$ cat src/hw/rtl/pps_pkg.sv
`default_nettype none
package pps_pkg;
  localparam int SLOTS_DEFAULT = 64;
  localparam logic [6:0] PRIO_DEFAULT = 7'd60;
  localparam logic [6:0] PRIO_MAX = 7'd100;
  localparam logic [3:0] NICE_DEFAULT = 4'd5;
  localparam logic [31:0] U32_MAX = 32'hFFFF_FFFF;

  localparam logic [2:0] OP_ADMIT  = 3'd0;
  localparam logic [2:0] OP_UPDATE = 3'd1;
  localparam logic [2:0] OP_SETPRI = 3'd2;
  localparam logic [2:0] OP_TICK   = 3'd3;
  localparam logic [2:0] OP_PICK   = 3'd4;

  localparam logic [1:0] ST_NOT_READY = 2'd0;
  localparam logic [1:0] ST_RUNNABLE  = 2'd1;
  localparam logic [1:0] ST_RUNNING   = 2'd2;

  typedef struct packed {
    logic [2:0]  op;
    logic [5:0]  slot;
    logic [1:0]  run_state;
    logic [6:0]  priority_req;
    logic [31:0] sleep_amount;
    logic [31:0] now;
  } req_t;

  typedef struct packed {
    logic       found;
    logic [5:0] chosen_slot;
    logic [6:0] dyn_priority;
    logic [6:0] old_priority;
  } rsp_t;

  typedef struct packed {
    logic [1:0]  state;
    logic [6:0]  prio;
    logic [31:0] run;
    logic [31:0] sleep;
    logic [31:0] start_time;
    logic [31:0] picks;
  } ent_t;

  localparam ent_t ENT_RESET = '{state: ST_NOT_READY, prio: PRIO_DEFAULT, run: '0,
                                 sleep: '0, start_time: '0, picks: '0};
endpackage
`default_nettype wire

$ cat src/hw/rtl/pps_nice_div.sv
`default_nettype none
// niceness = sleep*10 / (run+sleep), one quotient bit a cycle (quotient <= 10)
module pps_nice_div (
  input  wire logic        clk,
  input  wire logic        rst,
  input  wire logic        start,
  input  wire logic [31:0] sleep,
  input  wire logic [31:0] run,
  output logic             done,
  output logic [3:0]       nice
);
  import pps_pkg::*;

  logic [35:0] rem;
  logic [35:0] dsh;
  logic [3:0]  q;
  logic [1:0]  step;
  logic        busy;
  logic        zr;
  logic [32:0] den;
  logic        ge;

  assign den  = {1'b0, run} + {1'b0, sleep};
  assign ge   = rem >= dsh;
  assign nice = zr ? NICE_DEFAULT : q;

  always_ff @(posedge clk) begin
    if (rst) begin
      busy <= 1'b0;
      done <= 1'b0;
    end else begin
      done <= busy && (step == 2'd0);
      if (start) begin
        busy <= 1'b1;
      end else if (busy && step == 2'd0) begin
        busy <= 1'b0;
      end
    end
  end

  always_ff @(posedge clk) begin
    if (start) begin
      rem  <= ({4'b0, sleep} << 3) + ({4'b0, sleep} << 1);
      dsh  <= {den, 3'b000};
      zr   <= (den == 33'd0);
      q    <= '0;
      step <= 2'd3;
    end else if (busy) begin
      if (ge) begin
        rem <= rem - dsh;
      end
      q    <= {q[2:0], ge};
      dsh  <= dsh >> 1;
      step <= step - 2'd1;
    end
  end

  property p_no_restart;
    @(posedge clk) disable iff (rst) !(start && busy);
  endproperty
  a_no_restart: assert property (p_no_restart) else $error("divider restarted while busy");

  property p_busy_after_start;
    @(posedge clk) disable iff (rst) start |=> busy;
  endproperty
  a_busy_after_start: assert property (p_busy_after_start)
    else $error("divider idle after start");

  property p_nice_range;
    @(posedge clk) disable iff (rst) done |-> nice <= 4'd10;
  endproperty
  a_nice_range: assert property (p_nice_range) else $error("niceness out of range");
endmodule
`default_nettype wire

$ cat config.mk
export PLATFORM = sky130hd
export DESIGN_NAME = pps_nice_div
export DESIGN_NICKNAME = d
export VERILOG_FILES = /design/src/hw/rtl/pps_pkg.sv /design/src/hw/rtl/pps_nice_div.sv
export SDC_FILE = /design/constraint.sdc
export NUM_CORES = 1
export LEC_CHECK = 0
export ABC_CLOCK_PERIOD_IN_PS = 3600
export BUFFER_PORTS_ARGS = -buffer_cell sky130_fd_sc_hd__buf_2
export CAP_MARGIN = 15
export CORE_ASPECT_RATIO = 0.5
export CORE_MARGIN = 2
export CORE_UTILIZATION = 56
export DETAILED_ROUTE_END_ITERATION = 16
export PLACE_DENSITY = 0.77
export SLEW_MARGIN = 25
export SYNTH_ARGS = -nofsm -noshare
export SYNTH_HDL_FRONTEND = slang
export SYNTH_SLANG_ARGS = --single-unit
$ cat constraint.sdc
create_clock -name clk -period 3.6 [get_ports clk]
set_clock_uncertainty 0.05 [all_clocks]
set_input_delay 0.54 -clock clk [delete_from_list [all_inputs] [get_ports clk]]
set_output_delay 0.54 -clock clk [all_outputs]
set_load 0.05 [all_outputs]
==> results by stage, run 1 <==
Placement:
- Summed over all nets, the half-perimeter wirelength after detailed placement is between 15,000 and 20,000 µm.
- The cell total after placement is between 1k and 1.5k.
- The global placer's final weighted congestion is 0.990.
- The pre-CTS setup slack is -0.0861 ns.
- In this run the tool buffered the top-level ports with about 70 buffer cells.

Worst setup path:
- Measured in cells, the most critical reg-to-reg path has a length of 13.
- The critical path's largest stage delay is about 0.42 ns.
- Following the worst setup path forward leads to its endpoint at zr$_DFFE_PP_.
- For the worst setup path, the data arrival time is roughly 3.6 ns.
- The slack of the worst reg-to-reg path is 0.26 ns.
- In this run the number of cells on the critical path is 13.
- The slowest stage cell on the critical path is sky130_fd_sc_hd__or3_1.
- Walking the worst path, the cells encountered are buf_2, ha_1, inv_1, fa_1, nor2b_1, o31a_1, o21ai_1, o211a_2, xnor2_1, or3_1, nor4_1, nand4_1, and4bb_1.
- At the worst endpoint, the required time is ~3.8 ns.
- By startpoint and endpoint, the worst setup path is classified as in2reg.
- The reg-to-reg startpoint is rem[0]$_SDFFCE_PP0P_.
- The worst register-to-register path ends at rem[4]$_DFFE_PP_.
- The launching element type of the critical path is a primary input.
- The type of destination of the critical path is a flop.
- The maximum fanout along the worst path is 5.
- The sum of buffers and inverters on the critical path is 2.
- The critical path starts at sleep[0].
- The cell class contributing the biggest share of worst-path delay is simple AND/OR/NAND/NOR gates.

Global route:
- The initial antenna violation count is 0.
- The number of global-route vias before repair is roughly 7.9k.
- The first-pass GRT wire length is 39,800 µm.
- In the global route stage, overall resource usage came out at 29.7%.
- After global routing the overflow that remains totals 0.
- Entering global routing, the biggest net connects 68 pins.

Status:
- The run finished with clean final reports.

Power and ir drop:
- For this design the ratio of total power to cell area is around 600 nW/µm².
- Overall power consumption after layout is estimated at 5.87 mW.
- The fraction of power spent switching nets is a little over two fifths.
- The combinational share of power is 59.0%.
- The reported leakage power is approximately 4.2 nW.
- The net switching power is between 2 and 3 mW.
- The largest voltage drop on the vdd net is between 300 and 400 µV.
- The part of the power in registers is around 25%.
- The internal portion of the total power is around 3.3 mW.
- The share of total power in the clock network is roughly 16%.

Timing:
- The slew of the pin with the lowest slew margin is around 0.66 ns.
- Timing would allow up to 289 MHz.
- The max-slew violation count was 0.
- The smallest clock period supported by the final layout is computed as between 3 and 4 ns.
- Headroom to the max-slew limit came out at a little under three fifths.
- The worst setup slack after layout is 0.139 ns.
- The hold violation count in the final report came to 0.
- In the final timing run, aggregate negative setup slack is 0 ns.
- Setup repair after global routing left no endpoint under its margin.
- The post-route clock period utilization is a little over nine tenths.
- Setup violations remaining at the end of the flow were counted as 0.

Route:
- The detail route stage leaves a number of antenna-violating nets equal to 0.
- The first TritonRoute pass finished after 5 iterations.
- The post-detailed-route via-to-cell ratio is 6.34.
- After detailed routing, the number of remaining DRC violations is 0.
- The overall via count from detail_route is between 8k and 9k.
- The routed design has about 25,000 µm of wire.
- For this block, the initial DRC count from the detailed router was 777.
- Dividing the detail-routed wire length by the instance count gives roughly 18 µm.

Synthesis:
- By area the synthesized netlist is led by sky130_fd_sc_hd__edfxtp_1, sky130_fd_sc_hd__ha_1, sky130_fd_sc_hd__a21oi_1, sky130_fd_sc_hd__xnor2_1, sky130_fd_sc_hd__nand2_1.
- Synthesis produced 1,082 cells.
- The most common cell in the synthesized netlist is sky130_fd_sc_hd__a21oi_1.
- The predominant post-synthesis flop cell is sky130_fd_sc_hd__edfxtp_1.
- The number of synthesis warnings is 0.
- After synthesis, the share of flip-flops with an asynchronous set or reset is 0%.
- The count of cell types in the netlist is 67.
- Yosys mapped a number of flops with a built-in enable equal to 70.
- Summing every instance area after synthesis gives ~8900 µm².
- Each instance of the synthesized netlist takes up on average ~8 µm².
- When the netlist entered floorplanning its net count stood at about 1.3k.
- Summed over all instances, the cell type with the most area after synthesis is sky130_fd_sc_hd__edfxtp_1.
- Synthesis inferred 81 register bits.
- The area share of the largest cell type after synthesis is 23.7%.
- The sequential share of the synthesized area is 26.2%.
- Ranked by instance count, the synthesized netlist is headed by sky130_fd_sc_hd__a21oi_1, sky130_fd_sc_hd__ha_1, sky130_fd_sc_hd__nand2_1.

Clock tree:
- The total number of H-tree levels is 3.
- After clock tree synthesis, the clock-pin slew on the worst setup and hold paths is ~0.060 ns.
- The number of buffers inserted for hold repair after clock tree synthesis is 0.
- The TritonCTS clock tree is done.
- The clock root buffer master is sky130_fd_sc_hd__clkbuf_16.
- No sink is reached through more buffers than the 2 on the longest clock path.
- The number of clock sinks is 81.
- Clock latency on the worst-skew pair, taken at its later pin, is 0.36 ns.
- In this run, CTS created clock tree buffers numbering 9.

Hold path:
- The path class of the tightest hold or removal check is in2reg.

Die:
- The initial standard-cell utilization of the core is a little under three fifths.
- The number of rows created at floorplan is 32.
- The chip width is between 150 and 200 µm.
- The core outline area is around 15,000 µm².
- The die covers between 15,000 and 20,000 µm².
- Pin placement for this block handled 72 I/O pins.
- The die is around 93 µm tall.

Layout:
- 0 antenna diodes ended up in the layout.
- Registers take 2320 µm².
- The layout cell share with drive strength beyond 1 is approximately a tenth.
- In the final design database the tool counted 1,314 nets.
- The layout-stage area growth over the synthesis result is 10.3%.
- The area taken by multi-input logic gates is just over 6000 µm².
- The final standard cell count with taps included and fillers excluded is 1,354.
- The core utilization of the finished layout is a little over three fifths.
- After filler insertion, the fill cell instance count of the layout stands at 1,405.

Run:
- Max-cap violations in this run came to 0.
## per-layer routing
metal	GRT usage, %	vias to the layer above	part of all wire [%]
met1	40.7	4057	47
met4	6.25	0	1.2
met5	0	-	0
met3	6.23	26	7.7
met2	48.8	333	44
li1	-	4170	-
## repair_timing
item | in CTS | in global routing
setup buffers | 0 | 0
endpoints found under the setup margin | 0 | 36
resized for setup | 0 | 1
## worst min-delay path by stage
stage | start | endpoint | slack [ns] | cells after the start
3_3_place_gp | step[1]$_SDFFE_PP1P_ | step[1]$_SDFFE_PP1P_ | 0.41 | 2
3_5_place_dp | step[1]$_SDFFE_PP1P_ | step[1]$_SDFFE_PP1P_ | 0.42 | 2
4_1_cts | rst | busy$_SDFFE_PP0P_ | 0.29 | 2
2_1_floorplan | step[1]$_SDFFE_PP1P_ | step[1]$_SDFFE_PP1P_ | 0.39 | 2
5_1_grt | rst | busy$_SDFFE_PP0P_ | 0.30 | 2
6_report | rst | busy$_SDFFE_PP0P_ | 0.31 | 2
## power groups by stage
| stage | sequential (mW) | clock (mW) | combinational, mW |
|---|---|---|---|
| finish | 1.49 | 0.916 | 3.46 |
| global route | 1.51 | 0.962 | 3.83 |
| CTS | 1.49 | 0.925 | 3.40 |
| detailed placement | 1.51 | 0 | 3.36 |
| global placement | 1.50 | 0 | 3.27 |
| floorplan | 1.47 | 0 | 2.65 |
## through the flow
step,instance area (µm²),hold slack (ns)
floorplan,8870,0.394
global placement,9500,0.407
detailed placement,9500,0.416
CTS,9780,0.292
global route,9790,0.298
finish,9790,0.306
## cell usage in the layout, fill, tap and decap left out, drive strengths merged, types with 25 or more instances in the layout
| cell type | instances |
|---|---|
| a21oi | 106 |
| ha | 99 |
| nand2 | 89 |
| buf | 89 |
| nor2 | 85 |
| inv | 74 |
| edfxtp | 70 |
| o21ai | 69 |
| xnor2 | 54 |
| a21o | 34 |
| a22o | 27 |
| xor2 | 25 |
## worst register-to-register path, delay by kind of cell (launching register included)
kind	cells	cell delay [ns]
fa+ha+maj	2	0.63
simple gates	3	0.49
compound gates	6	1.21
buf+inv	2	0.28
flops	1	0.33
## cell families (layout without fill, tap and decap cells)
family	after synthesis	count (layout)	synth area share, %
compound gates	375	375	27.8
buf+inv	111	179	4.71
flops	81	81	26.2
fa+ha+maj	102	102	14.6
simple gates	320	320	17.3
xor+xnor	79	79	7.80
mux	14	14	1.59
## layout make-up
cell class,count,share of cell area [%]
clock buffers,13,2.76
flip-flops and latches,81,23.7
inverters,74,2.84
well taps,204,2.61
clock inverters,3,0.153
multi-input cells,890,62.7
repair buffers,89,5.16
## sequential cells by signal, summed over array words and instances (netlist names)
| name | count |
|---|---|
| q | 4 |
| rem | 36 |
| zr | 1 |
| dsh | 36 |
| done | 1 |
| busy | 1 |
| step | 2 |
No activity file was read; power rests on OpenSTA's default activity.
==> run 2: changes to the inputs <==
--- a/config.mk
+++ b/config.mk
@@ -8,9 +8,11 @@
 export ABC_CLOCK_PERIOD_IN_PS = 3600
 export BUFFER_PORTS_ARGS = -buffer_cell sky130_fd_sc_hd__buf_2
 export CAP_MARGIN = 15
+export CELL_PAD_IN_SITES_DETAIL_PLACEMENT = 0
+export CELL_PAD_IN_SITES_GLOBAL_PLACEMENT = 1
 export CORE_ASPECT_RATIO = 0.5
 export CORE_MARGIN = 2
-export CORE_UTILIZATION = 56
+export CORE_UTILIZATION = 42
 export DETAILED_ROUTE_END_ITERATION = 16
 export PLACE_DENSITY = 0.77
 export SLEW_MARGIN = 25
==> run 2 against run 1 <==
Net effect: wire length is 1.5% higher; first-iteration DRC count shrank 16%; sequential cell count stayed put; critical endpoint is now rem[2]$_DFFE_PP_; largest power group unchanged; highest routed layer unchanged.
==> results by stage, run 2 (synthesis gave the netlist of run 1 again) <==
Hold path:
- The class of the worst hold path is in2reg.
- The number of cells on the worst hold path is 2 (unchanged).
- The hold path startpoint is rst.
- The path with the worst hold slack has its endpoint at busy$_SDFFE_PP0P_.

Clock tree:
- The register clock-pin slew on the reported worst setup and hold paths is 0.06 ns (about the same).
- The total number of H-tree levels is 3 (unchanged).
- The TritonCTS clock tree is done.
- The clock buffer count from CTS is 9 (unchanged).
- The clock root buffer master is sky130_fd_sc_hd__clkbuf_16.
- The maximum buffer depth of the clock tree is 2 (unchanged).
- The clock latency on the worst-skew pair is 0.36 ns (about the same).
- The number of clock sinks came to 81 (unchanged).

Timing:
- The max-slew violation count is 0 (unchanged).
- Setup repair after global routing left no endpoint under its margin.
- The post-route minimum period is 3.35 ns (-0.110 ns).
- The hold violation count in the final report is 0 (unchanged).
- The post-route clock period utilization is 93.1% (-3.1 points).
- The slew of the pin with the lowest slew margin is 0.557 ns (-0.104 ns).
- The highest clock frequency the design can meet is 298 MHz (+3.3%).
- The worst slew margin relative to its limit came to 62.6% (+7.1 points).
- The worst setup slack after layout is 0.250 ns (+0.110 ns).
- The final hold slack is 0.298 ns (-0.00807 ns).
- The number of endpoints failing setup at the final stage was 0 (unchanged).

Layout:
- From synthesis to final layout, the design area changed by 12.9%.
- The number of nets at the end of the flow was 1,328 (+1.1%).
- The area taken by multi-input logic gates is 6140 µm² (unchanged).
- The flip-flop and latch area was 2320 µm² (unchanged).
- The layout cell share with drive strength beyond 1 is 11.6% (+1.1 points).
- In the final layout, the registers with the most flip-flops are dsh: 36 flops, rem: 36 flops, q: 4 flops.
- Leaving out fill and tap cells, the most frequent cells in the layout are sky130_fd_sc_hd__a21oi_1, sky130_fd_sc_hd__ha_1, sky130_fd_sc_hd__nand2_1.
- Leaving out fill and tap cells, the most frequent cell in the layout is sky130_fd_sc_hd__a21oi_1.
- The number of inserted diodes was 0 (unchanged).
- The count of fill cells added during filler insertion was 2,061 (+47%).

Worst setup path:
- The worst register-to-register path ends at rem[2]$_DFFE_PP_.
- The critical path required time is 3.59 ns (-0.18 ns).
- The worst reg-to-reg path cell count came to 13 (unchanged).
- The data arrival time at the worst-slack endpoint is 3.34 ns (-0.29 ns).
- The reg-to-reg startpoint is rem[0]$_SDFFCE_PP0P_.
- The slack of the worst reg-to-reg path is 0.25 ns (about the same).
- The category of the critical setup timing path is reg2reg.
- The type of destination of the critical path is a flop.
- The maximum fanout along the worst path came to 36 (+31).
- The worst setup path is launched from a flop.

Global route:
- The number of global-route vias before repair is 7,740 (-1.7%).
- The initial antenna violation count is 1 (+1).
- The first-pass GRT wire length is 41,200 µm (+3.6%).
- The remaining global-route overflow came to 0 (unchanged).
- The largest net degree at the start of global routing was 49 (-28%).
- The total global-route track usage was 23.2% (-6.4 points).

Route:
- The overall via count from detail_route was 8,292 (-3.4%).
- The number of design rule violations left after detail routing is 0 (unchanged).
- The post-detailed-route via-to-cell ratio is 5.77 (-9.0%).
- The number of design-rule violations left by the first detailed-router iteration is 654 (-16%).
- The first-pass detailed-route iteration total is 4 (-1).
- The overall routed net length is 25,000 µm (+1.5%).
- The remaining number of nets flagged by the antenna check after routing came to 0 (unchanged).
- The routed wire length per instance is 17.4 µm (-4.3%).

Die:
- The die footprint is 22,400 µm² (+32%).
- The chip width came to 210 µm (+15%).
- The number of rows created at floorplan is 37 (+16%).
- The core outline area was 20,600 µm² (+34%).
- The initial standard-cell utilization of the core was 43.0% (-14 points).
- The vertical extent of the die is 107 µm (+15%).
- The count of boundary I/O pins was 72 (unchanged).

Power and ir drop:
- The power per standard cell area was 596 nW/µm² (-0.50%).
- The share of total power in the clock network is 17.1% (+1.5 points).
- The internal power is 3.47 mW (+3.8%).
- The overall power of the completed layout is 5.97 mW (+1.9%).
- The net switching power is 2.50 mW (-0.68%).
- The combinational share of power is 58.1% (-0.9 points).
- The largest voltage drop on the vdd net came to 247 µV (-34%).
- The reported leakage power is 4.32 nW (+1.9%).
- The fraction of power spent switching nets is 41.9% (-1.1 points).
- The part of the power in registers came to 24.8% (-0.6 points).

Placement:
- The pre-CTS setup slack is -0.0346 ns (+0.0516 ns).
- The global placer's final weighted congestion is 0.914 (-7.6%).
- The quantity of I/O buffers inserted on ports is 71 (unchanged).
- The sum of net half-perimeters after detailed placement is 20,100 µm (+4.8%).

Run:
- The max-capacitance violation count is 0 (unchanged).

Status:
- The flow ran to the end, and the final reports show no timing, DRC or antenna violations.
[run 2: changes by cell type in the layout (fill, tap and decap cells not counted)]
| cell | before | now |
|---|---|---|
| sky130_fd_sc_hd__clkbuf_16 | 9 | 10 |
| sky130_fd_sc_hd__bufinv_16 | 0 | 1 |
| sky130_fd_sc_hd__clkinv_2 | 3 | 1 |
| sky130_fd_sc_hd__buf_4 | 18 | 32 |
| sky130_fd_sc_hd__clkbuf_8 | 3 | 2 |
| sky130_fd_sc_hd__inv_6 | 0 | 1 |
[run 2: stage by stage]
step                      utilization (%)  setup TNS (ns)  cell area (µm²)  instances
after floorplan                         -               0             8870       1082
after global placement               46.9         -0.0696             9680       1420
after detailed placement             46.9         -0.0346             9680       1420
after CTS                            48.5               0            10000       1436
after global routing                 48.5               0            10000       1437
final                                48.5               0            10000       1437
[run 2: area by class of cell]
type	instances	area share, %
inverter	74	2.77
timing repair buffer	103	6.09
sequential	81	23.2
tap	273	3.41
clock buffer	13	2.81
multi-input combinational	890	61.3
clock inverter	3	0.437
[run 2: worst max path at each step]
stage / startpoint / end / slack [ns]
finish: rem[0]$_SDFFCE_PP0P_ / rem[2]$_DFFE_PP_ / 0.25
global route: rem[0]$_SDFFCE_PP0P_ / rem[2]$_DFFE_PP_ / 0.08
CTS: rem[0]$_SDFFCE_PP0P_ / rem[1]$_DFFE_PP_ / 0.16
detailed placement: sleep[0] / zr$_DFFE_PP_ / -0.03
global placement: sleep[0] / zr$_DFFE_PP_ / -0.07
floorplan: rem[0]$_SDFFCE_PP0P_ / rem[0]$_SDFFCE_PP0P_ / 0.22
[run 2: timing repair]
action                     4_1_cts  5_1_grt
setup buffers                    0        1
gates resized for setup          0        1
hold endpoints to repair         0        0
hold buffers                     0        0
setup endpoints to repair        0       37
[run 2: layer usage]
layer / wire [µm] / share of wire, % / GRT usage (%) / vias up
li1: - / - / - / 4181
met1: 13000 / 52 / 34.2 / 3939
met2: 10600 / 42 / 35.9 / 159
met3: 1280 / 5.1 / 4.45 / 13
met4: 178 / 0.71 / 3.34 / 0
met5: 0 / 0 / 0 / -
[run 2: critical path, stage by stage (launching register included)]
cell and delay, ns:
sky130_fd_sc_hd__edfxtp_1 0.32, sky130_fd_sc_hd__inv_1 0.04, sky130_fd_sc_hd__ha_1 0.22, sky130_fd_sc_hd__fa_1 0.40, sky130_fd_sc_hd__nand2b_1 0.19, sky130_fd_sc_hd__a211oi_2 0.23, sky130_fd_sc_hd__o31ai_1 0.17, sky130_fd_sc_hd__a31oi_1 0.29
sky130_fd_sc_hd__nand2b_1 0.19, sky130_fd_sc_hd__a21oi_1 0.18, sky130_fd_sc_hd__nor2_1 0.06, sky130_fd_sc_hd__o21bai_1 0.22, sky130_fd_sc_hd__a21o_1 0.20, sky130_fd_sc_hd__buf_12 0.24
[run 2: power groups by stage]
| stage | Clock (mW) | Combinational (mW) | Sequential (mW) |
|---|---|---|---|
| 3_3_place_gp | 0 | 3.38 | 1.50 |
| 6_report | 1.02 | 3.47 | 1.48 |
| 2_1_floorplan | 0 | 2.65 | 1.47 |
| 4_1_cts | 1.04 | 3.44 | 1.49 |
| 5_1_grt | 1.08 | 3.90 | 1.51 |
| 3_5_place_dp | 0 | 3.40 | 1.51 |
==> run 3: changes to the inputs <==
--- a/config.mk
+++ b/config.mk
@@ -5,6 +5,7 @@
 export SDC_FILE = /design/constraint.sdc
 export NUM_CORES = 1
 export LEC_CHECK = 0
+export ABC_AREA = 1
 export ABC_CLOCK_PERIOD_IN_PS = 3600
 export BUFFER_PORTS_ARGS = -buffer_cell sky130_fd_sc_hd__buf_2
 export CAP_MARGIN = 15
@@ -12,9 +13,9 @@
 export CELL_PAD_IN_SITES_GLOBAL_PLACEMENT = 1
 export CORE_ASPECT_RATIO = 0.5
 export CORE_MARGIN = 2
-export CORE_UTILIZATION = 42
+export CORE_UTILIZATION = 40
 export DETAILED_ROUTE_END_ITERATION = 16
-export PLACE_DENSITY = 0.77
+export PLACE_DENSITY = 0.78
 export SLEW_MARGIN = 25
 export SYNTH_ARGS = -nofsm -noshare
 export SYNTH_HDL_FRONTEND = slang
==> run 3 against run 2 <==
Net effect: cell count up 33%; first-iteration DRC count is 55% higher; worst setup slack better by 0.46 ns; critical endpoint is now rem[23]$_DFFE_PP_; die area increased by 14%; critical path depth up 4; power decreased by 12%; sequential cell count unchanged; count of clock-buffer cells in the layout fell by 4; sequential power fell by 9%; global-route usage rose by 4.1 points; combinational power shrank 15%; register-to-register slack better by 0.46 ns.
==> results by stage, run 3 <==
Clock tree:
- The clock buffer count from CTS is 9 (unchanged).
- The post-CTS resize count was 0 (unchanged).
- The register clock-pin slew on the reported worst setup and hold paths is 0.07 ns (about the same).
- The clock root buffer master is sky130_fd_sc_hd__clkbuf_16.
- The total number of H-tree levels came to 3 (unchanged).
- The clock latency on the worst-skew pair is 0.37 ns (about the same).
- TritonCTS built the clock tree.
- The maximum buffer depth of the clock tree is 2 (unchanged).
- The number of clock sinks is 81 (unchanged).
- The post-CTS repair timing setup buffer count was 0 (unchanged).
- The number of buffers inserted for hold repair after clock tree synthesis is 0 (unchanged).

Layout:
- The area taken by multi-input logic gates is 6430 µm² (+4.6%).
- The final cell area excluding filler cells was 10,700 µm² (+6.8%).
- The library cell used most frequently in the layout, excluding fill and tap cells, is sky130_fd_sc_hd__nand2_1.
- The number of nets at the end of the flow came to 1,760 (+33%).
- The library cells used most frequently in the layout, excluding fill and tap cells, are sky130_fd_sc_hd__nand2_1, sky130_fd_sc_hd__inv_1, sky130_fd_sc_hd__nor2_1.
- The number of inserted diodes is 0 (unchanged).
- The flip-flop and latch area is 2320 µm² (unchanged).
- The layout cell share with drive strength beyond 1 is 8.33% (-3.3 points).
- The area growth from synthesis to layout is 11.0%.
- The count of fill cells added during filler insertion came to 2,559 (+24%).
- The largest registers in the layout are dsh: 36 flops, rem: 36 flops, q: 4 flops.

Global route:
- The number of global-route vias before repair came to 9,636 (+24%).
- The largest net degree at the start of global routing is 44 (-10%).
- The remaining global-route overflow is 0 (unchanged).
- The first-pass GRT wire length was 53,100 µm (+29%).
- The initial antenna violation count came to 1 (unchanged).
- The total global-route track usage came to 27.4% (+4.1 points).

Synthesis:
- The largest area contributor in the synthesized netlist is sky130_fd_sc_hd__edfxtp_1.
- The number of enable-type register cells in the synthesized netlist is 70 (unchanged).
- The number of cells produced by synthesis came to 1,518 (+40%).
- The share of async-settable or async-resettable flops after synthesis is 0% (unchanged).
- The synthesized netlist net count was 1,687 (+35%).
- The synthesized cell area is 9640 µm² (+8.6%).
- The average cell area after synthesis came to 6.35 µm² (-23%).
- The area share of the largest cell type after synthesis is 21.8% (-1.9 points).
- The count of cell types in the netlist was 41 (-39%).
- The sequential share of the synthesized area came to 24.1% (-2.1 points).
- For this run, the leading register cell type out of synthesis is sky130_fd_sc_hd__edfxtp_1.
- Sorting the synthesized cells by how often they occur yields sky130_fd_sc_hd__nand2_1, sky130_fd_sc_hd__inv_1, sky130_fd_sc_hd__nor2_1.
- The post-synthesis sequential element count came to 81 (unchanged).
- The number of synthesis warnings came to 0 (unchanged).
- In the post-synthesis netlist, the cell with the most instances is sky130_fd_sc_hd__nand2_1.
- Yosys attributes the largest share of cell area to sky130_fd_sc_hd__edfxtp_1, sky130_fd_sc_hd__nand2_1, sky130_fd_sc_hd__ha_1, sky130_fd_sc_hd__inv_1, sky130_fd_sc_hd__a21oi_1.

Worst setup path:
- The slowest stage of the critical path is the sky130_fd_sc_hd__fa_1 cell.
- The critical path required time is 3.59 ns (about the same).
- The worst reg-to-reg path cell count is 17 (+4).
- The startpoint identified for the worst register-to-register timing path is rem[0]$_SDFFCE_PP0P_.
- The critical path's largest stage delay is 0.36 ns (-0.04 ns).
- The worst register-to-register path ends at rem[23]$_DFFE_PP_.
- The most frequent cell on the critical path is sky130_fd_sc_hd__nand2_1.
- The type of destination of the critical path is a flop.
- The critical path starts at rem[0]$_SDFFCE_PP0P_.
- The data arrival time at the worst-slack endpoint is 2.88 ns (-0.46 ns).
- The category of the critical setup timing path is reg2reg.
- The worst setup path is launched from a flop.
- The maximum fanout along the worst path is 36 (unchanged).
- Traced cell by cell, the critical path runs through inv_1, ha_1, fa_1, inv_1, nand3_1, nand2_1, nand3_1, nand4_1, nand3_1, nand2_1, nand3_1, nand2_1, nand2_1, nand2_1, nand2_1, nand2_1, buf_12.
- The slack of the worst reg-to-reg path is 0.71 ns (+0.46 ns).

Placement:
- The sum of net half-perimeters after detailed placement is 28,800 µm (+43%).
- The placed standard-cell area is 10,400 µm² (+7.4%).
- The global placer's final weighted congestion is 0.933 (+2.1%).
- The quantity of I/O buffers inserted on ports came to 71 (unchanged).

Route:
- The first-pass detailed-route iteration total was 6 (+2).
- The number of design-rule violations left by the first detailed-router iteration was 1,013 (+55%).
- The routed wire length per instance is 18.0 µm (+3.1%).
- The overall via count from detail_route is 10.4k (+26%).
- The remaining number of nets flagged by the antenna check after routing came to 0 (unchanged).
- The post-detailed-route via-to-cell ratio is 5.46 (-5.3%).
- The overall routed net length is 34,300 µm (+37%).
- The number of design rule violations left after detail routing is 0 (unchanged).

Hold path:
- The min-delay analysis places its worst path in the category in2reg.
- The number of cells on the worst hold path is 2 (unchanged).
- For hold timing, the worst endpoint is done$_SDFF_PP0_.
- The hold path startpoint is rst.

Die:
- The count of boundary I/O pins is 72 (unchanged).
- The vertical extent of the die is 114 µm (+6.5%).
- The chip width is 224 µm (+6.7%).
- The initial standard-cell utilization of the core is 40.5% (-2.5 points).
- The die footprint is 25,400 µm² (+14%).
- The core outline area is 23,800 µm² (+15%).
- The number of rows created at floorplan is 40 (+8.1%).

Timing:
- The slew of the pin with the lowest slew margin is 0.656 ns (+0.0995 ns).
- The final hold slack is 0.302 ns (+0.00382 ns).
- The final setup TNS is 0 ns (unchanged).
- The post-route minimum period is 2.89 ns (-0.462 ns).
- The worst slew margin relative to its limit is 56.2% (-6.5 points).
- Setup repair after global routing left no endpoint under its margin.
- The max-slew violation count is 0 (unchanged).
- The post-route clock period utilization is 80.2% (-13 points).
- The hold violation count in the final report is 0 (unchanged).
- The highest clock frequency the design can meet is 346 MHz (+16%).
- The number of endpoints failing setup at the final stage is 0 (unchanged).

Power and ir drop:
- The reported leakage power came to 5.25 nW (+21%).
- The power per standard cell area is 493 nW/µm² (-17%).
- The largest voltage drop on the vdd net was 195 µV (-21%).

Run:
- The max-capacitance violation count is 0 (unchanged).

Status:
- The run finished with clean final reports.
-- run 3: final cells by class --
| cell class | instances | share of cell area, % |
|---|---|---|
| clock buffer | 9 | 2.11 |
| clock inverter | 7 | 0.655 |
| inverter | 222 | 7.79 |
| multi-input combinational | 1200 | 60.1 |
| sequential | 81 | 21.7 |
| tap | 315 | 3.68 |
| timing repair buffer | 77 | 3.98 |
-- run 3: cell families after synthesis --
group / share of synthesized area (%)
adders and majority gates: 13.5
xor gates and xnor gates: 1.27
and+or+nand+nor: 33.3
DFF: 24.1
buffers and inverters: 9.24
AOI/OAI and AO/OA: 18.6
-- run 3: metal layers --
| metal | global-route usage (%) | up-vias | wire [µm] | share of wire (%) |
|---|---|---|---|---|
| li1 | - | 5226 | - | - |
| met1 | 43.3 | 4782 | 18000 | 52 |
| met2 | 38.6 | 401 | 13100 | 38 |
| met3 | 4.87 | 31 | 2910 | 8.5 |
| met4 | 4.40 | 2 | 309 | 0.90 |
| met5 | 0 | - | 9 | 0.026 |
-- run 3: metrics by stage --
stage               std cells  utilization (%)  worst slack, ns  total power [mW]
finish                   1911             44.9            0.711              5.27
global route             1911             44.9            0.409              5.67
CTS                      1911             44.9            0.722              5.21
detailed placement       1895             43.7            0.677              4.23
global placement         1895             43.7            0.699              4.22
floorplan                1518                -            0.494              3.36
-- run 3: worst max-delay path by stage --
| stage | to | slack, ns | cells past startpoint |
|---|---|---|---|
| 2_1_floorplan | rem[0]$_SDFFCE_PP0P_ | 0.49 | 16 |
| 3_3_place_gp | dsh[33]$_DFFE_PP_ | 0.70 | 16 |
| 3_5_place_dp | zr$_DFFE_PP_ | 0.68 | 19 |
| 4_1_cts | rem[12]$_DFFE_PP_ | 0.72 | 17 |
| 5_1_grt | rem[23]$_DFFE_PP_ | 0.41 | 17 |
| 6_report | rem[23]$_DFFE_PP_ | 0.71 | 17 |
-- run 3: worst max-delay path, delay by kind of cell, from the launching register on --
kind | cells | cell delay, ns
DFF | 1 | 0.32
and+or+nand+nor | 12 | 1.18
adders and majority gates | 2 | 0.59
buffers and inverters | 3 | 0.40
-- run 3: report_power, final --
group	internal (mW)	switching [mW]
logic	0.929	2.02
clock network	0.537	0.436
registers	1.28	0.0648
total	2.75	2.52
